File: src/rtl/core/vcfgp_pkg.sv
// ----------------------------------------------------------------------------
// vcfgp_pkg
// shared types and character constants of the vcf genotype field parser
// ----------------------------------------------------------------------------
package vcfgp_pkg;

  // text characters
  localparam logic [7:0] CHAR_TAB   = 8'h09;
  localparam logic [7:0] CHAR_NL    = 8'h0A;
  localparam logic [7:0] CHAR_HASH  = 8'h23;
  localparam logic [7:0] CHAR_COMMA = 8'h2C;
  localparam logic [7:0] CHAR_DOT   = 8'h2E;
  localparam logic [7:0] CHAR_SLASH = 8'h2F;
  localparam logic [7:0] CHAR_ZERO  = 8'h30;
  localparam logic [7:0] CHAR_NINE  = 8'h39;
  localparam logic [7:0] CHAR_PIPE  = 8'h7C;

  // fixed field numbers
  localparam logic [16:0] FIELD_POS    = 17'd2;
  localparam logic [16:0] FIELD_ALT    = 17'd5;
  localparam logic [16:0] FIELD_SAMPLE = 17'd10;

  localparam logic [30:0] POS_MAX       = 31'h7FFF_FFFF;
  localparam logic [15:0] COMMA_RESET   = 16'd2;

  // register map
  localparam int unsigned APB_ADDR_W        = 2;
  localparam logic [1:0]  ADDR_SAMPLE_COUNT = 2'd0;
  localparam logic [15:0] SAMPLE_COUNT_RST  = 16'd1;

  typedef enum logic {
    KIND_GENOTYPE = 1'b0,
    KIND_RECORD   = 1'b1
  } result_kind_e;

  typedef struct packed {
    logic [7:0] data_byte;
  } byte_t;

  typedef struct packed {
    logic        result_kind;
    logic [15:0] sample_index;
    logic [15:0] left_allele;
    logic        left_missing;
    logic [15:0] right_allele;
    logic        right_missing;
    logic        phased;
    logic [30:0] position;
    logic [15:0] allele_count;
    logic [31:0] record_index;
    logic        last;
  } result_t;

  // one queue entry: everything a single byte produced
  typedef struct packed {
    logic        geno_v;
    logic        rec_v;
    logic [15:0] sample_index;
    logic [15:0] left_allele;
    logic        left_missing;
    logic [15:0] right_allele;
    logic        right_missing;
    logic        phased;
    logic [30:0] position;
    logic [15:0] allele_count;
    logic [31:0] record_index;
  } entry_t;

  // queue status toward front and back
  typedef struct packed {
    logic space;
    logic valid;
  } queue_status_t;

endpackage

File: src/rtl/core/vcfgp_stream_if.sv
// ----------------------------------------------------------------------------
// vcfgp_stream_if
// valid/ready channel carrying one payload per transaction
// ----------------------------------------------------------------------------
interface vcfgp_stream_if #(
  parameter type payload_t = logic [7:0]
) ();

  logic     valid;
  logic     ready;
  payload_t payload;

  modport source (output valid, output payload, input ready);
  modport sink   (input valid, input payload, output ready);

endinterface

File: src/rtl/core/vcf_record_genotype_parser_core.sv
// ----------------------------------------------------------------------------
// vcf_record_genotype_parser_core
// streaming vcf text parser emitting genotype and record results
// ----------------------------------------------------------------------------
// usage
//   byte_i carries the vcf text, one character per transaction; newline ends
//   a line. result_o carries genotype results (one per parsed sample column,
//   as the column ends) and a record result at each data line end.
//   sample_count (apb, byte address 0) sets how many sample columns are read.
// throughput
//   one byte per cycle while the event queue has room. a byte that ends the last sample column of a line
//   makes two results, which leave as two result_o transactions.
// result path
//   a result is written into the event queue when its byte is taken and is offered on result_o from there.
// stall behavior
//   a two-entry event queue sits between the parser and the result side;
//   byte_i.ready drops whenever both entries are held, by a stalled
//   receiver or while a two-result entry drains. bytes that make no result still wait for queue room then.
// reset
//   clears the queue, the line parser and the record counter; sample_count
//   returns to 1. no clearing pass, bytes are taken right after reset.
// ----------------------------------------------------------------------------
module vcf_record_genotype_parser_core #(
  parameter int unsigned ALLELE_BITS = 16,
  parameter int unsigned SAMPLE_BITS = 16
) (
  input  logic                                clk_i,
  input  logic                                rst_ni,
  vcfgp_stream_if.sink                        byte_i,
  vcfgp_stream_if.source                      result_o,
  input  logic                                psel,
  input  logic                                penable,
  input  logic                                pwrite,
  input  logic [vcfgp_pkg::APB_ADDR_W-1:0]    paddr,
  input  logic [31:0]                         pwdata,
  output logic [31:0]                         prdata,
  output logic                                pready
);
  import vcfgp_pkg::*;

  logic [15:0]   sample_count_q;
  logic          cfg_wr;

  // front to queue
  logic          push;
  entry_t        push_entry;
  // queue to back
  logic          pop;
  entry_t        head;
  queue_status_t q_status;

  // apb register: write in the access phase, zero wait states
  assign pready = 1'b1;
  assign cfg_wr = psel && penable && pwrite && pready && (paddr == ADDR_SAMPLE_COUNT);
  assign prdata = (paddr == ADDR_SAMPLE_COUNT) ? {16'd0, sample_count_q} : '0;

  always_ff @(posedge clk_i or negedge rst_ni) begin
    if (!rst_ni) begin
      sample_count_q <= SAMPLE_COUNT_RST;
    end else if (cfg_wr) begin
      sample_count_q <= pwdata[15:0];
    end
  end

  // parser: line mode, field counting, digit accumulation
  vcfgp_front #(
    .ALLELE_BITS (ALLELE_BITS),
    .SAMPLE_BITS (SAMPLE_BITS)
  ) u_front (
    .clk_i          (clk_i),
    .rst_ni         (rst_ni),
    .byte_i         (byte_i),
    .sample_count_i (sample_count_q),
    .q_status_i     (q_status),
    .push_o         (push),
    .entry_o        (push_entry)
  );

  // event queue, doubles as the output register
  vcfgp_queue u_queue (
    .clk_i    (clk_i),
    .rst_ni   (rst_ni),
    .push_i   (push),
    .entry_i  (push_entry),
    .pop_i    (pop),
    .status_o (q_status),
    .head_o   (head)
  );

  // result sequencer: genotype first, then record when both are pending
  vcfgp_back u_back (
    .clk_i      (clk_i),
    .rst_ni     (rst_ni),
    .q_status_i (q_status),
    .head_i     (head),
    .pop_o      (pop),
    .result_o   (result_o)
  );

endmodule

File: src/rtl/core/vcfgp_front.sv
// ----------------------------------------------------------------------------
// vcfgp_front
// per-byte line and field parser, pushes genotype and record events
// ----------------------------------------------------------------------------
module vcfgp_front #(
  parameter int unsigned ALLELE_BITS = 16,
  parameter int unsigned SAMPLE_BITS = 16
) (
  input  logic                     clk_i,
  input  logic                     rst_ni,
  vcfgp_stream_if.sink             byte_i,
  input  logic [15:0]              sample_count_i,
  input  vcfgp_pkg::queue_status_t q_status_i,
  output logic                     push_o,
  output vcfgp_pkg::entry_t        entry_o
);
  import vcfgp_pkg::*;

  localparam int unsigned AW  = (ALLELE_BITS > 16) ? 16 : ALLELE_BITS;
  localparam int unsigned AAW = AW + 4;
  localparam logic [AW-1:0] ALLELE_MAX = '1;
  localparam logic [24:0]   SAMPLE_LIM = 25'(1) << SAMPLE_BITS;

  typedef enum logic [1:0] {
    LM_START,
    LM_DATA,
    LM_SKIP
  } line_mode_e;

  typedef enum logic [2:0] {
    PH_LSTART,
    PH_LDIG,
    PH_LDONE,
    PH_RSTART,
    PH_RDIG,
    PH_IGNORE
  } gt_phase_e;

  line_mode_e      mode_q, mode_d;
  gt_phase_e       phase_q, phase_d, ph;
  logic            in_field_q, in_field_d;
  logic [16:0]     field_q, field_d, fn;
  logic [AW-1:0]   left_q, left_d, lv;
  logic [AW-1:0]   right_q, right_d, rv;
  logic            lmiss_q, lmiss_d, lm;
  logic            rmiss_q, rmiss_d, rm;
  logic            phased_q, phased_d, phs;
  logic [30:0]     pos_q, pos_d;
  logic [15:0]     comma_q, comma_d;
  logic [31:0]     rec_q, rec_d;

  logic            accept, run;
  logic [7:0]      c;
  logic            is_digit;
  logic [3:0]      dval;
  logic [AAW-1:0]  left_acc, right_acc;
  logic [34:0]     pos_acc;
  logic [16:0]     idx;
  logic            geno_hit, rec_hit;

  assign byte_i.ready = q_status_i.space;
  assign accept   = byte_i.valid && byte_i.ready;
  assign c        = byte_i.payload.data_byte;
  assign is_digit = (c >= CHAR_ZERO) && (c <= CHAR_NINE);
  assign dval     = c[3:0];

  // value of the genotype state as this byte sees it (fresh at field start)
  assign fn  = in_field_q ? field_q : ((field_q != '1) ? field_q + 17'd1 : field_q);
  assign ph  = in_field_q ? phase_q : PH_LSTART;
  assign lv  = in_field_q ? left_q : '0;
  assign rv  = in_field_q ? right_q : '0;
  assign lm  = in_field_q ? lmiss_q : 1'b1;
  assign rm  = in_field_q ? rmiss_q : 1'b1;
  assign phs = in_field_q ? phased_q : 1'b0;

  assign left_acc  = AAW'(lv) * AAW'(10) + AAW'(dval);
  assign right_acc = AAW'(rv) * AAW'(10) + AAW'(dval);
  assign pos_acc   = 35'(pos_q) * 35'(10) + 35'(dval);

  assign idx = field_q - FIELD_SAMPLE;

  always_comb begin
    mode_d     = mode_q;
    phase_d    = phase_q;
    in_field_d = in_field_q;
    field_d    = field_q;
    left_d     = left_q;
    right_d    = right_q;
    lmiss_d    = lmiss_q;
    rmiss_d    = rmiss_q;
    phased_d   = phased_q;
    pos_d      = pos_q;
    comma_d    = comma_q;
    rec_d      = rec_q;
    run        = 1'b0;
    geno_hit   = 1'b0;
    rec_hit    = 1'b0;

    if (accept) begin
      unique case (mode_q)
        LM_START: begin
          if (c == CHAR_HASH) begin
            mode_d = LM_SKIP;
          end else if (c != CHAR_NL) begin
            mode_d = LM_DATA;
            run    = 1'b1;
          end
        end
        LM_SKIP: begin
          if (c == CHAR_NL) mode_d = LM_START;
        end
        LM_DATA: run = 1'b1;
        default: mode_d = LM_START;
      endcase
    end

    if (run) begin
      if (c == CHAR_TAB || c == CHAR_NL) begin
        geno_hit = in_field_q && (field_q >= FIELD_SAMPLE) && (idx < {1'b0, sample_count_i})
                   && ({8'd0, idx} < SAMPLE_LIM);
        in_field_d = 1'b0;
        if (c == CHAR_NL) begin
          rec_hit  = 1'b1;
          rec_d    = (rec_q != '1) ? rec_q + 32'd1 : rec_q;
          mode_d   = LM_START;
          field_d  = '0;
          phase_d  = PH_LSTART;
          left_d   = '0;
          right_d  = '0;
          lmiss_d  = 1'b1;
          rmiss_d  = 1'b1;
          phased_d = 1'b0;
          pos_d    = '0;
          comma_d  = COMMA_RESET;
        end
      end else begin
        in_field_d = 1'b1;
        field_d    = fn;
        phase_d    = ph;
        left_d     = lv;
        right_d    = rv;
        lmiss_d    = lm;
        rmiss_d    = rm;
        phased_d   = phs;
        if (fn == FIELD_POS) begin
          // phase doubles as "still in leading digits"
          if (ph == PH_LSTART && is_digit) begin
            pos_d = (pos_acc > 35'(POS_MAX)) ? POS_MAX : pos_acc[30:0];
          end else begin
            phase_d = PH_IGNORE;
          end
        end else if (fn == FIELD_ALT) begin
          if (c == CHAR_COMMA && comma_q != '1) comma_d = comma_q + 16'd1;
        end else if (fn >= FIELD_SAMPLE) begin
          unique case (ph)
            PH_LSTART: begin
              lmiss_d = 1'b0;
              if (c == CHAR_DOT) begin
                lmiss_d = 1'b1;
                phase_d = PH_LDONE;
              end else if (is_digit) begin
                left_d  = AW'(dval);
                phase_d = PH_LDIG;
              end else begin
                phase_d = PH_IGNORE;
              end
            end
            PH_LDIG, PH_LDONE: begin
              if (is_digit && ph == PH_LDIG) begin
                left_d = (left_acc > AAW'(ALLELE_MAX)) ? ALLELE_MAX : left_acc[AW-1:0];
              end else if (c == CHAR_PIPE || c == CHAR_SLASH) begin
                phased_d = phs | (c == CHAR_PIPE);
                rmiss_d  = 1'b0;
                right_d  = '0;
                phase_d  = PH_RSTART;
              end else begin
                phase_d = PH_IGNORE;
              end
            end
            PH_RSTART: begin
              if (c == CHAR_DOT) begin
                rmiss_d = 1'b1;
                phase_d = PH_IGNORE;
              end else if (is_digit) begin
                right_d = AW'(dval);
                phase_d = PH_RDIG;
              end else begin
                phase_d = PH_IGNORE;
              end
            end
            PH_RDIG: begin
              if (is_digit) begin
                right_d = (right_acc > AAW'(ALLELE_MAX)) ? ALLELE_MAX : right_acc[AW-1:0];
              end else begin
                phase_d = PH_IGNORE;
              end
            end
            default: phase_d = PH_IGNORE;
          endcase
        end
      end
    end
  end

  always_comb begin
    push_o                = geno_hit || rec_hit;
    entry_o.geno_v        = geno_hit;
    entry_o.rec_v         = rec_hit;
    entry_o.sample_index  = idx[15:0];
    entry_o.left_allele   = 16'(left_q);
    entry_o.left_missing  = lmiss_q;
    entry_o.right_allele  = 16'(right_q);
    entry_o.right_missing = rmiss_q;
    entry_o.phased        = phased_q;
    entry_o.position      = pos_q;
    entry_o.allele_count  = comma_q;
    entry_o.record_index  = rec_q;
  end

  always_ff @(posedge clk_i or negedge rst_ni) begin
    if (!rst_ni) begin
      mode_q     <= LM_START;
      phase_q    <= PH_LSTART;
      in_field_q <= 1'b0;
      field_q    <= '0;
      left_q     <= '0;
      right_q    <= '0;
      lmiss_q    <= 1'b1;
      rmiss_q    <= 1'b1;
      phased_q   <= 1'b0;
      pos_q      <= '0;
      comma_q    <= COMMA_RESET;
      rec_q      <= '0;
    end else begin
      mode_q     <= mode_d;
      phase_q    <= phase_d;
      in_field_q <= in_field_d;
      field_q    <= field_d;
      left_q     <= left_d;
      right_q    <= right_d;
      lmiss_q    <= lmiss_d;
      rmiss_q    <= rmiss_d;
      phased_q   <= phased_d;
      pos_q      <= pos_d;
      comma_q    <= comma_d;
      rec_q      <= rec_d;
    end
  end

endmodule

File: src/rtl/core/vcfgp_queue.sv
// ----------------------------------------------------------------------------
// vcfgp_queue
// two-entry event queue between parser and result sequencer
// ----------------------------------------------------------------------------
module vcfgp_queue (
  input  logic                     clk_i,
  input  logic                     rst_ni,
  input  logic                     push_i,
  input  vcfgp_pkg::entry_t        entry_i,
  input  logic                     pop_i,
  output vcfgp_pkg::queue_status_t status_o,
  output vcfgp_pkg::entry_t        head_o
);
  import vcfgp_pkg::*;

  entry_t     mem_q [2];
  logic       wr_ptr_q, rd_ptr_q;
  logic [1:0] count_q;

  assign status_o.space = (count_q != 2'd2);
  assign status_o.valid = (count_q != 2'd0);
  assign head_o         = mem_q[rd_ptr_q];

  always_ff @(posedge clk_i) begin
    if (push_i) mem_q[wr_ptr_q] <= entry_i;
  end

  always_ff @(posedge clk_i or negedge rst_ni) begin
    if (!rst_ni) begin
      wr_ptr_q <= 1'b0;
      rd_ptr_q <= 1'b0;
      count_q  <= 2'd0;
    end else begin
      if (push_i) wr_ptr_q <= ~wr_ptr_q;
      if (pop_i) rd_ptr_q <= ~rd_ptr_q;
      unique case ({push_i, pop_i})
        2'b10:   count_q <= count_q + 2'd1;
        2'b01:   count_q <= count_q - 2'd1;
        default: count_q <= count_q;
      endcase
    end
  end

endmodule

File: src/rtl/core/vcfgp_back.sv
// ----------------------------------------------------------------------------
// vcfgp_back
// turns queued events into one or two result transactions
// ----------------------------------------------------------------------------
module vcfgp_back (
  input  logic                     clk_i,
  input  logic                     rst_ni,
  input  vcfgp_pkg::queue_status_t q_status_i,
  input  vcfgp_pkg::entry_t        head_i,
  output logic                     pop_o,
  vcfgp_stream_if.source           result_o
);
  import vcfgp_pkg::*;

  logic second_q, second_d;
  logic send_rec, hs;

  // record part goes out alone, or after the genotype part
  assign send_rec = !head_i.geno_v || second_q;
  assign hs       = result_o.valid && result_o.ready;
  assign pop_o    = hs && (send_rec || !head_i.rec_v);

  always_comb begin
    result_o.valid                 = q_status_i.valid;
    result_o.payload.record_index  = head_i.record_index;
    if (send_rec) begin
      result_o.payload.result_kind   = KIND_RECORD;
      result_o.payload.sample_index  = '0;
      result_o.payload.left_allele   = '0;
      result_o.payload.left_missing  = 1'b0;
      result_o.payload.right_allele  = '0;
      result_o.payload.right_missing = 1'b0;
      result_o.payload.phased        = 1'b0;
      result_o.payload.position      = head_i.position;
      result_o.payload.allele_count  = head_i.allele_count;
      result_o.payload.last          = 1'b1;
    end else begin
      result_o.payload.result_kind   = KIND_GENOTYPE;
      result_o.payload.sample_index  = head_i.sample_index;
      result_o.payload.left_allele   = head_i.left_allele;
      result_o.payload.left_missing  = head_i.left_missing;
      result_o.payload.right_allele  = head_i.right_allele;
      result_o.payload.right_missing = head_i.right_missing;
      result_o.payload.phased        = head_i.phased;
      result_o.payload.position      = '0;
      result_o.payload.allele_count  = '0;
      result_o.payload.last          = !head_i.rec_v;
    end
  end

  always_comb begin
    second_d = second_q;
    if (pop_o) begin
      second_d = 1'b0;
    end else if (hs) begin
      second_d = 1'b1;
    end
  end

  always_ff @(posedge clk_i or negedge rst_ni) begin
    if (!rst_ni) begin
      second_q <= 1'b0;
    end else begin
      second_q <= second_d;
    end
  end

endmodule

File: src/flat_wrapper.sv
// flat-port wrapper written by rule: the top's interface ports become plain ports
module vcf_record_genotype_parser_core_flat import vcfgp_pkg::*;
#(
  parameter int unsigned ALLELE_BITS = 16,
  parameter int unsigned SAMPLE_BITS = 16
)
  (clk_i, rst_ni, psel, penable, pwrite, paddr, pwdata, prdata, pready, byte_i_valid, byte_i_payload, byte_i_ready, result_o_valid, result_o_payload, result_o_ready);
  vcfgp_stream_if #(.payload_t(byte_t)) byte_i_i ();
  vcfgp_stream_if #(.payload_t(result_t)) result_o_i ();
  input  logic clk_i;
  input  logic rst_ni;
  input  logic psel;
  input  logic penable;
  input  logic pwrite;
  input  logic [vcfgp_pkg::APB_ADDR_W-1:0] paddr;
  input  logic [31:0] pwdata;
  output logic [31:0] prdata;
  output logic pready;
  input wire logic [$bits(byte_i_i.valid)-1:0] byte_i_valid;
  input wire logic [$bits(byte_i_i.payload)-1:0] byte_i_payload;
  output wire logic [$bits(byte_i_i.ready)-1:0] byte_i_ready;
  output wire logic [$bits(result_o_i.valid)-1:0] result_o_valid;
  output wire logic [$bits(result_o_i.payload)-1:0] result_o_payload;
  input wire logic [$bits(result_o_i.ready)-1:0] result_o_ready;
  assign byte_i_i.valid = byte_i_valid;
  assign byte_i_i.payload = byte_i_payload;
  assign byte_i_ready = byte_i_i.ready;
  assign result_o_valid = result_o_i.valid;
  assign result_o_payload = result_o_i.payload;
  assign result_o_i.ready = result_o_ready;
  vcf_record_genotype_parser_core #(.ALLELE_BITS(ALLELE_BITS), .SAMPLE_BITS(SAMPLE_BITS)) u_core (.clk_i(clk_i), .rst_ni(rst_ni), .byte_i(byte_i_i), .result_o(result_o_i), .psel(psel), .penable(penable), .pwrite(pwrite), .paddr(paddr), .pwdata(pwdata), .prdata(prdata), .pready(pready));
endmodule
File: config.mk
export PLATFORM = sky130hd
export DESIGN_NAME = vcf_record_genotype_parser_core_flat
export DESIGN_NICKNAME = d
export VERILOG_FILES = /design/src/rtl/core/vcfgp_pkg.sv /design/src/rtl/core/vcfgp_stream_if.sv /design/src/rtl/core/vcf_record_genotype_parser_core.sv /design/src/rtl/core/vcfgp_front.sv /design/src/rtl/core/vcfgp_queue.sv /design/src/rtl/core/vcfgp_back.sv /design/src/flat_wrapper.sv
export SDC_FILE = /design/constraint.sdc
export NUM_CORES = 1
export LEC_CHECK = 0
export BUFFER_PORTS_ARGS = -buffer_cell sky130_fd_sc_hd__buf_2
export CELL_PAD_IN_SITES_DETAIL_PLACEMENT = 0
export CELL_PAD_IN_SITES_GLOBAL_PLACEMENT = 1
export CORE_ASPECT_RATIO = 1.4
export CORE_UTILIZATION = 49
export CTS_BUF_LIST = sky130_fd_sc_hd__clkbuf_4 sky130_fd_sc_hd__clkbuf_8
export DETAILED_ROUTE_END_ITERATION = 12
export PLACE_DENSITY = 0.82
export SLEW_MARGIN = 20
export SYNTH_ARGS = -nofsm -noshare
export SYNTH_HDL_FRONTEND = slang
export SYNTH_SLANG_ARGS = --single-unit
export TNS_END_PERCENT = 20
File: constraint.sdc
create_clock -name clk_i -period 17.3 [get_ports clk_i]
set_input_delay 1.73 -clock clk_i [delete_from_list [all_inputs] [get_ports clk_i]]
set_output_delay 1.73 -clock clk_i [all_outputs]
set_load 0.01 [all_outputs]
## After elaboration in Yosys (flattened, before gate mapping)

Memory sizes are Yosys's and may differ from the RTL's.
Cells that the tools add are included.

| storage, ports and cells | value |
|---|---|
| register bits after elaboration | 158 |
| memory bits (writable) | 264 |
| bits of input ports | 49 |
| output and inout bits | 167 |
| word-level logic and storage cells | 205 |
| memories kept | 1 |

Memories:

| name | words | width | read ports | clocked after Yosys merged registers in | wr ports | line | text |
|---|---|---|---|---|---|---|---|
| u_core.u_queue.mem_q | 2 | 132 | 1 | 0 | 1 | vcfgp_queue.sv:16 | `entry_t mem_q [2];` |

| cells by class | value |
|---|---|
| add/sub/neg operators | 9 |
| multiply operators | 3 |
| magnitude comparators | 9 |
| equal/unequal tests | 24 |
| multiplexer cells | 104 |
| bitwise gates (word level) | 3 |
| reductions and logical operators | 35 |

Operators by type and width:

| kind | count |
|---|---|
| 2-to-1 mux 16 bit | 27 |
| 2-to-1 mux 31 bit | 5 |
| 2-to-1 mux 99 bit | 1 |
| 2-to-1 mux 17 bit | 4 |
| case mux 16 bit (3 select lines) | 1 |
| 2-to-1 mux 1 bit | 41 |
| adder 20 x 4 -> 20 bit | 2 |
| > comparator 20 x 16 -> 1 bit (second input constant) | 2 |
| multiplier 16 x 3 -> 19 bit (second input constant) | 2 |
| 2-to-1 mux 3 bit | 12 |
| adder 35 x 4 -> 35 bit | 1 |
| > comparator 35 x 31 -> 1 bit (second input constant) | 1 |
| >= comparator 17 x 4 -> 1 bit (second input constant) | 2 |
| multiplier 31 x 3 -> 34 bit (second input constant) | 1 |
| adder 32 x 1 -> 32 bit (second input constant) | 1 |
| == test 8 x 6 -> 1 bit (second input constant) | 4 |
| != test 32 bit (second input constant) | 1 |
| case mux 16 bit (2 select lines) | 1 |
| adder 17 x 1 -> 17 bit (second input constant) | 1 |
| == test 17 x 2 -> 1 bit (second input constant) | 1 |
| == test 17 x 3 -> 1 bit (second input constant) | 1 |
| less-than comparator 17 x 16 -> 1 bit | 1 |
| less-than comparator 17 bit (second input constant) | 1 |
| != test 17 bit (second input constant) | 1 |
| other kinds (33) | 72 |

## Depth between registers and ports, before layout

| depth | value |
|---|---|
| depth in word-level cells | 11 |
| mapped depth | 21 |
| mapped depth without buffers | 20 |

## Cells and area by module

Synthesis repeated with hierarchy kept, for this count alone.

| second synthesis, totals | value |
|---|---|
| cells, all modules | 2292 |
| area, all modules | 25334.3 µm² |

By module, submodules not included:

| module | instances | cells an instance | area an instance (µm²) | seq. area each (µm²) |
|---|---|---|---|---|
| vcfgp_front | 1 | 1642 | 13367.8 | 3432.0 |
| vcfgp_queue | 1 | 427 | 9994.6 | 8027.7 |
| vcfgp_back | 1 | 151 | 1059.8 | 25.0 |
| vcf_record_genotype_parser_core | 1 | 72 | 912.1 | 401.6 |

## Worst setup path before layout

OpenSTA, ideal clock, no wires.

| timing path | value |
|---|---|
| path kind | input port to flip-flop |
| from | input byte_i_payload[4] |
| to | memory u_core.u_queue.mem_q[1][0] (netlist name), enable pin |
| library setup time | 0.823 ns |
| data arrival time | 12.524 ns |
| required time | 16.477 ns |
| path slack | 3.952 ns |
| stages on the path | 8 |
| buffers on the path | 1 |
| cell sequence | nor3_1 > nand3_1 > a21oi_1 > clkbuf_1 > nand4b_1 > nor2_1 > o21ai_0 > a21boi_0 |

| between the ends | value |
|---|---|
| longest elaborated chain between the ends | 9 |
| elaborated cells on any way between the ends | 17 |
| classes of those cells | eq/ne (4); mux (11); reduce/logical (2) |

RTL lines:

| what | line | text |
|---|---|---|
| start: declaration | flat_wrapper.sv:20 | `input wire logic [$bits(byte_i_i.payload)-1:0] byte_i_payload;` |
| != test 8 x 4 -> 1 bit | vcfgp_front.sv:104 | `end else if (c != CHAR_NL) begin` |
| 2-to-1 mux 1 bit | vcfgp_front.sv:104 |  |
| 2-to-1 mux 1 bit | vcfgp_front.sv:102 | `if (c == CHAR_HASH) begin` |
| case mux 1 bit (2 select lines) | vcfgp_front.sv:100 | `unique case (mode_q)` |
| 2-to-1 mux 1 bit | vcfgp_front.sv:99 | `if (accept) begin` |
| 2-to-1 mux 1 bit | vcfgp_front.sv:117 | `if (run) begin` |
| logical OR 1 bit (*) | vcfgp_front.sv:206 | `push_o = geno_hit \|\| rec_hit;` |
| 2-to-1 mux 1 bit (*) | vcfgp_queue.sv:25 | `if (push_i) mem_q[wr_ptr_q] <= entry_i;` |
| 2-to-1 mux 1 bit (implied by the code) (*) | vcfgp_queue.sv:25 |  |
| end: declaration | vcfgp_queue.sv:16 |  |

Mark *: on every way between the ends. The rest lies on a longest branch, timed or not.

## Final worst setup path

| timing path | value |
|---|---|
| from | input byte_i_payload[2] |
| to | register u_core.u_front.pos_q[20] |

| between the ends | value |
|---|---|
| longest elaborated chain between the ends | 6 |
| elaborated cells on any way between the ends | 23 |
| classes of those cells | add/sub (1); order compare (3); eq/ne (5); mux (8); reduce/logical (6) |

RTL lines:

| what | line | text |
|---|---|---|
| adder 35 x 4 -> 35 bit or != test 8 x 4 -> 1 bit (tied branches) | vcfgp_front.sv:78, vcfgp_front.sv:104 |  |
| > comparator 35 x 31 -> 1 bit or 2-to-1 mux 1 bit (tied branches) | vcfgp_front.sv:148, vcfgp_front.sv:104 |  |
| 2-to-1 mux 31 bit or 2-to-1 mux 1 bit (tied branches) | vcfgp_front.sv:148, vcfgp_front.sv:102 |  |
| 2-to-1 mux 31 bit or case mux 1 bit (2 select lines) (tied branches) | vcfgp_front.sv:147, vcfgp_front.sv:100 |  |
| 2-to-1 mux 31 bit or 2-to-1 mux 1 bit (tied branches) | vcfgp_front.sv:145, vcfgp_front.sv:99 |  |
| 2-to-1 mux 31 bit or AND reduction 4 bit (tied branches) | - |  |
| end signal: assignment | vcfgp_front.sv:244 | `pos_q <= pos_d;` |
| end: declaration | vcfgp_front.sv:48 | `logic [30:0] pos_q, pos_d;` |

Several ways; a longest one is shown, not always the timed one. The select of a mux whose other input is x is not followed.
A chain may end at the register's enable or synchronous reset.

==> reports/qor.txt <==
fin nets -> 2660
reported max-cap violation count -> 0
total of flip-flops plus latches after synthesis -> 422
area grow syn2layout -> 10.8%
count of nets left with antenna violations after detail routing -> 0
CTS hold repair buffers -> 0
Worst Min Path Start -> u_core.u_front.rec_q[29]
maximum number of pins on one net before global-route repair -> 72
Slew Limit Headroom -> 34.6%
data arrival time of the critical path -> 6.15 ns
distinct cell type count of the synthesized netlist -> 95
switching fraction of total power -> 37.9%
Critical R2R Capture -> u_core.u_front.pos_q[20]
Peak Freq -> 175 MHz
share of flip-flops with an asynchronous set or reset after synthesis -> 37.4%
gr usage total -> 22.7%
DRC violations left -> 0
run status -> finished clean
Port-buffer cells -> 182
cell chosen for the clock root -> sky130_fd_sc_hd__clkbuf_8
commonest non-fill, non-tap cell in the layout -> sky130_fd_sc_hd__edfxtp_1
buffer count from post-CTS setup fixing -> 0
ports placed on the boundary -> 216
setup repair after global routing missed its margin -> no
leakage component of the power -> 11.4 nW
total number of vias -> 18400
Total Wirelength -> 58000 um
Worst-Skew Late Latency -> 0.64 ns
register-to-register path setup slack -> 12.02 ns
Row Count -> 96
post-detailed-route via-to-cell ratio -> 5.79
share of layout cells above drive strength 1 -> 15.1%
actual slew at the worst max-slew pin -> 0.981 ns
number of enable flip-flop cells after synthesis -> 264
worst r2r path cells -> 12
effective utilization at floorplan -> 49.6%
count of endpoints failing hold in the final timing report -> 0
maximum fanout count along the critical path -> 61
most used flip-flop cell after synthesis -> sky130_fd_sc_hd__edfxtp_1
final slew viol count -> 0
source of the worst register-to-register timing path -> u_core.u_front.in_field_q
final worst path period share -> 33.0%
cell type contributing the most total cell area after synthesis -> sky130_fd_sc_hd__edfxtp_1
Int Pwr -> 2.14 mW
mean post-synth cell area -> 10.4 sq um
part of the power in combinational logic -> 39.2%
overflow left after global routing -> 0
area of the placeable core -> 0.0489 sq mm
area of the die -> 0.0504 sq mm
Syn Inst Count -> 2339
kind of critical path -> primary input to flip-flop
sw power -> 1.31 mW
Final Setup Violations -> 0
Worst Path Required -> 17.75 ns
Area contributors post-synth -> sky130_fd_sc_hd__edfxtp_1 33%, sky130_fd_sc_hd__dfrtp_1 16%, sky130_fd_sc_hd__ha_1 6.4%
CTS tree -> built
worst stage delay on the critical path -> 0.91 ns
type of element capturing the critical path -> flip-flop
number of antenna violations at the first check in global routing -> 6
H-tree levels -> 2
CP Launch Type -> primary input
chip width -> 190 um
Critical Path Slowest Stage Cell -> sky130_fd_sc_hd__o21a_2
number of DRC violations after detailed-routing iteration 0 -> 1017
number of sinks on the clock net -> 422
wire length of the first global-routing pass -> 92300 um
clock share of power -> 24.4%
Num CTS Buffers -> 60
summed instance area of the synthesized netlist -> 0.0242 sq mm
portion of synthesized cell area occupied by the leading cell type -> 32.7%
commonest cells after routing, fill and taps aside -> 264 x sky130_fd_sc_hd__edfxtp_1, 256 x sky130_fd_sc_hd__nor2_1, 183 x sky130_fd_sc_hd__nand2_1, 181 x sky130_fd_sc_hd__buf_2, 164 x sky130_fd_sc_hd__o21ai_0
Hold/Removal Path Class -> flip-flop to flip-flop
final period demand of the worst path -> 5.70 ns
Clock Path Buffers -> 3
average routed wire per standard cell -> 18.3 um
post-synthesis sequential area ratio -> 49.0%
via count of the first global-routing pass -> 18000
cell depth of the worst hold path -> 0
tightest hold margin -> 0.480 ns
number of warnings printed during yosys synthesis -> 0
worst-case hold path end point -> u_core.u_queue.mem_q[0][29]
Total Neg Setup Slack -> 0 ns
power density normalized to cell area -> 128 mW/mm^2
IR Drop Worst-Case VDD -> 0.117 mV
cell chain of the critical path -> buf_2 -> nor2_1 -> nand3_1 -> or2_2 -> a21oi_1 -> nor3_1 -> o21a_1 -> o21a_2 -> nand2_1 -> o21ai_0 -> a31oi_1
CTS clock-pin slew for the worst setup and hold paths -> 0.06 ns
cell family with the largest share of critical-path delay -> compound AO/OA/AOI/OAI gates
post-cts repair resize count -> 0
combined buffer and inverter count along the critical path -> 1
total half-perimeter wirelength after legalization and detailed placement -> 40700 um
Detailed Routing Iterations Pass 1 -> 5
worst clock skew -> 0.0278 ns
fraction of power consumed by sequential logic -> 36.3%
Placer Congestion -> 0.856
Die H -> 265 um
## worst max-delay path by stage
stage	from	to	slack (ns)	cells after the start
3_5_place_dp	byte_i_payload[2]	u_core.u_front.pos_q[17]	10.95	11
6_report	byte_i_payload[2]	u_core.u_front.pos_q[20]	11.60	11
2_1_floorplan	byte_i_payload[4]	u_core.u_queue.mem_q[1][0]	3.95	8
5_1_grt	byte_i_payload[2]	u_core.u_front.pos_q[7]	11.19	11
4_1_cts	byte_i_payload[2]	u_core.u_front.pos_q[17]	11.59	11
3_3_place_gp	byte_i_payload[2]	u_core.u_front.pos_q[17]	11.04	11
## synth_stat cells (all sizes together), types with 12 or more instances
master	n
nand4	25
mux2	37
nor4	28
nand2	184
a21oi	104
or3	12
inv	58
nor2	258
a31oi	50
dfrtp	154
and3	45
buf	48
xnor2	109
and2	34
o211ai	18
nor3	55
ha	125
a21o	27
nand3	71
xor2	50
edfxtp	264
o31ai	17
o21ai	171
a211oi	16
nand2b	20
mux2i	108
clkbuf	87
## flip-flops by register name, indices dropped and copies added, names as in the netlist
name                       flops
u_core.u_queue.rd_ptr_q        1
u_core.u_front.phased_q        1
u_core.u_front.field_q        17
u_core.u_front.in_field_q      1
u_core.u_front.phase_q         3
u_core.u_back.second_q         1
u_core.u_queue.mem_q         264
u_core.u_front.lmiss_q         1
u_core.u_queue.count_q         2
u_core.u_front.pos_q          31
u_core.sample_count_q         16
u_core.u_front.mode_q          2
u_core.u_queue.wr_ptr_q        1
u_core.u_front.left_q         16
u_core.u_front.comma_q        16
u_core.u_front.rec_q          32
u_core.u_front.right_q        16
u_core.u_front.rmiss_q         1
## power by group through the flow
stage               Clock [mW]  Combinational, mW  Sequential (mW)
floorplan                    0               1.01             1.21
global placement             0               1.33             1.27
detailed placement           0               1.35             1.27
CTS                      0.862               1.36             1.25
global route             0.904               1.49             1.26
finish                   0.842               1.35             1.25
## per-layer routing
layer	wire, um	vias to the layer above	GRT usage (%)
li1	-	8822	-
met1	23600	8955	26.5
met2	30400	445	41.6
met3	2080	121	2.81
met4	1840	10	9.22
met5	55	-	0
## kinds of logic (layout without fill, tap and decap cells)
family | count (synthesis) | in the layout | synth area share, %
buffers and inverters | 194 | 373 | 3.61
and+or+nand+nor | 802 | 802 | 16.2
muxes | 145 | 145 | 6.19
xor gates and xnor gates | 159 | 159 | 5.74
DFF | 422 | 422 | 49.0
adders and majority gates | 130 | 130 | 6.86
other | 2 | 18 | 0.0310
AOI/OAI and AO/OA | 485 | 485 | 12.4
## metrics by stage
stage	std cells	instance area [sq um]	setup slack, ns	util [%]	power [mW]
2_1_floorplan	2354	24300	3.95	-	2.21
5_1_grt	3171	26900	11.19	55.0	3.66
3_5_place_dp	3056	25600	10.95	52.3	2.62
4_1_cts	3170	26900	11.59	54.9	3.47
6_report	3171	26900	11.60	55.0	3.44
3_3_place_gp	3056	25600	11.04	52.3	2.59
## layout make-up
class | instances | area, sq um
Antenna cell | 1 | 2.50
Clock buffer | 84 | 1060
Clock inverter | 30 | 246
Fill cell | 4298 | 22000
Inverter | 59 | 223
Multi-Input combinational cell | 1738 | 11600
Sequential cell | 422 | 11900
Tap cell | 637 | 797
Timing Repair Buffer | 200 | 1050
## worst reg2reg max path: cells and delay by family, from the launching register on
kind	cells	cell delay [ns]
and+or+nand+nor	7	2.85
AOI/OAI and AO/OA	4	1.52
DFF	1	0.40
buffers and inverters	1	0.33
No activity file was read; power rests on OpenSTA's default activity.
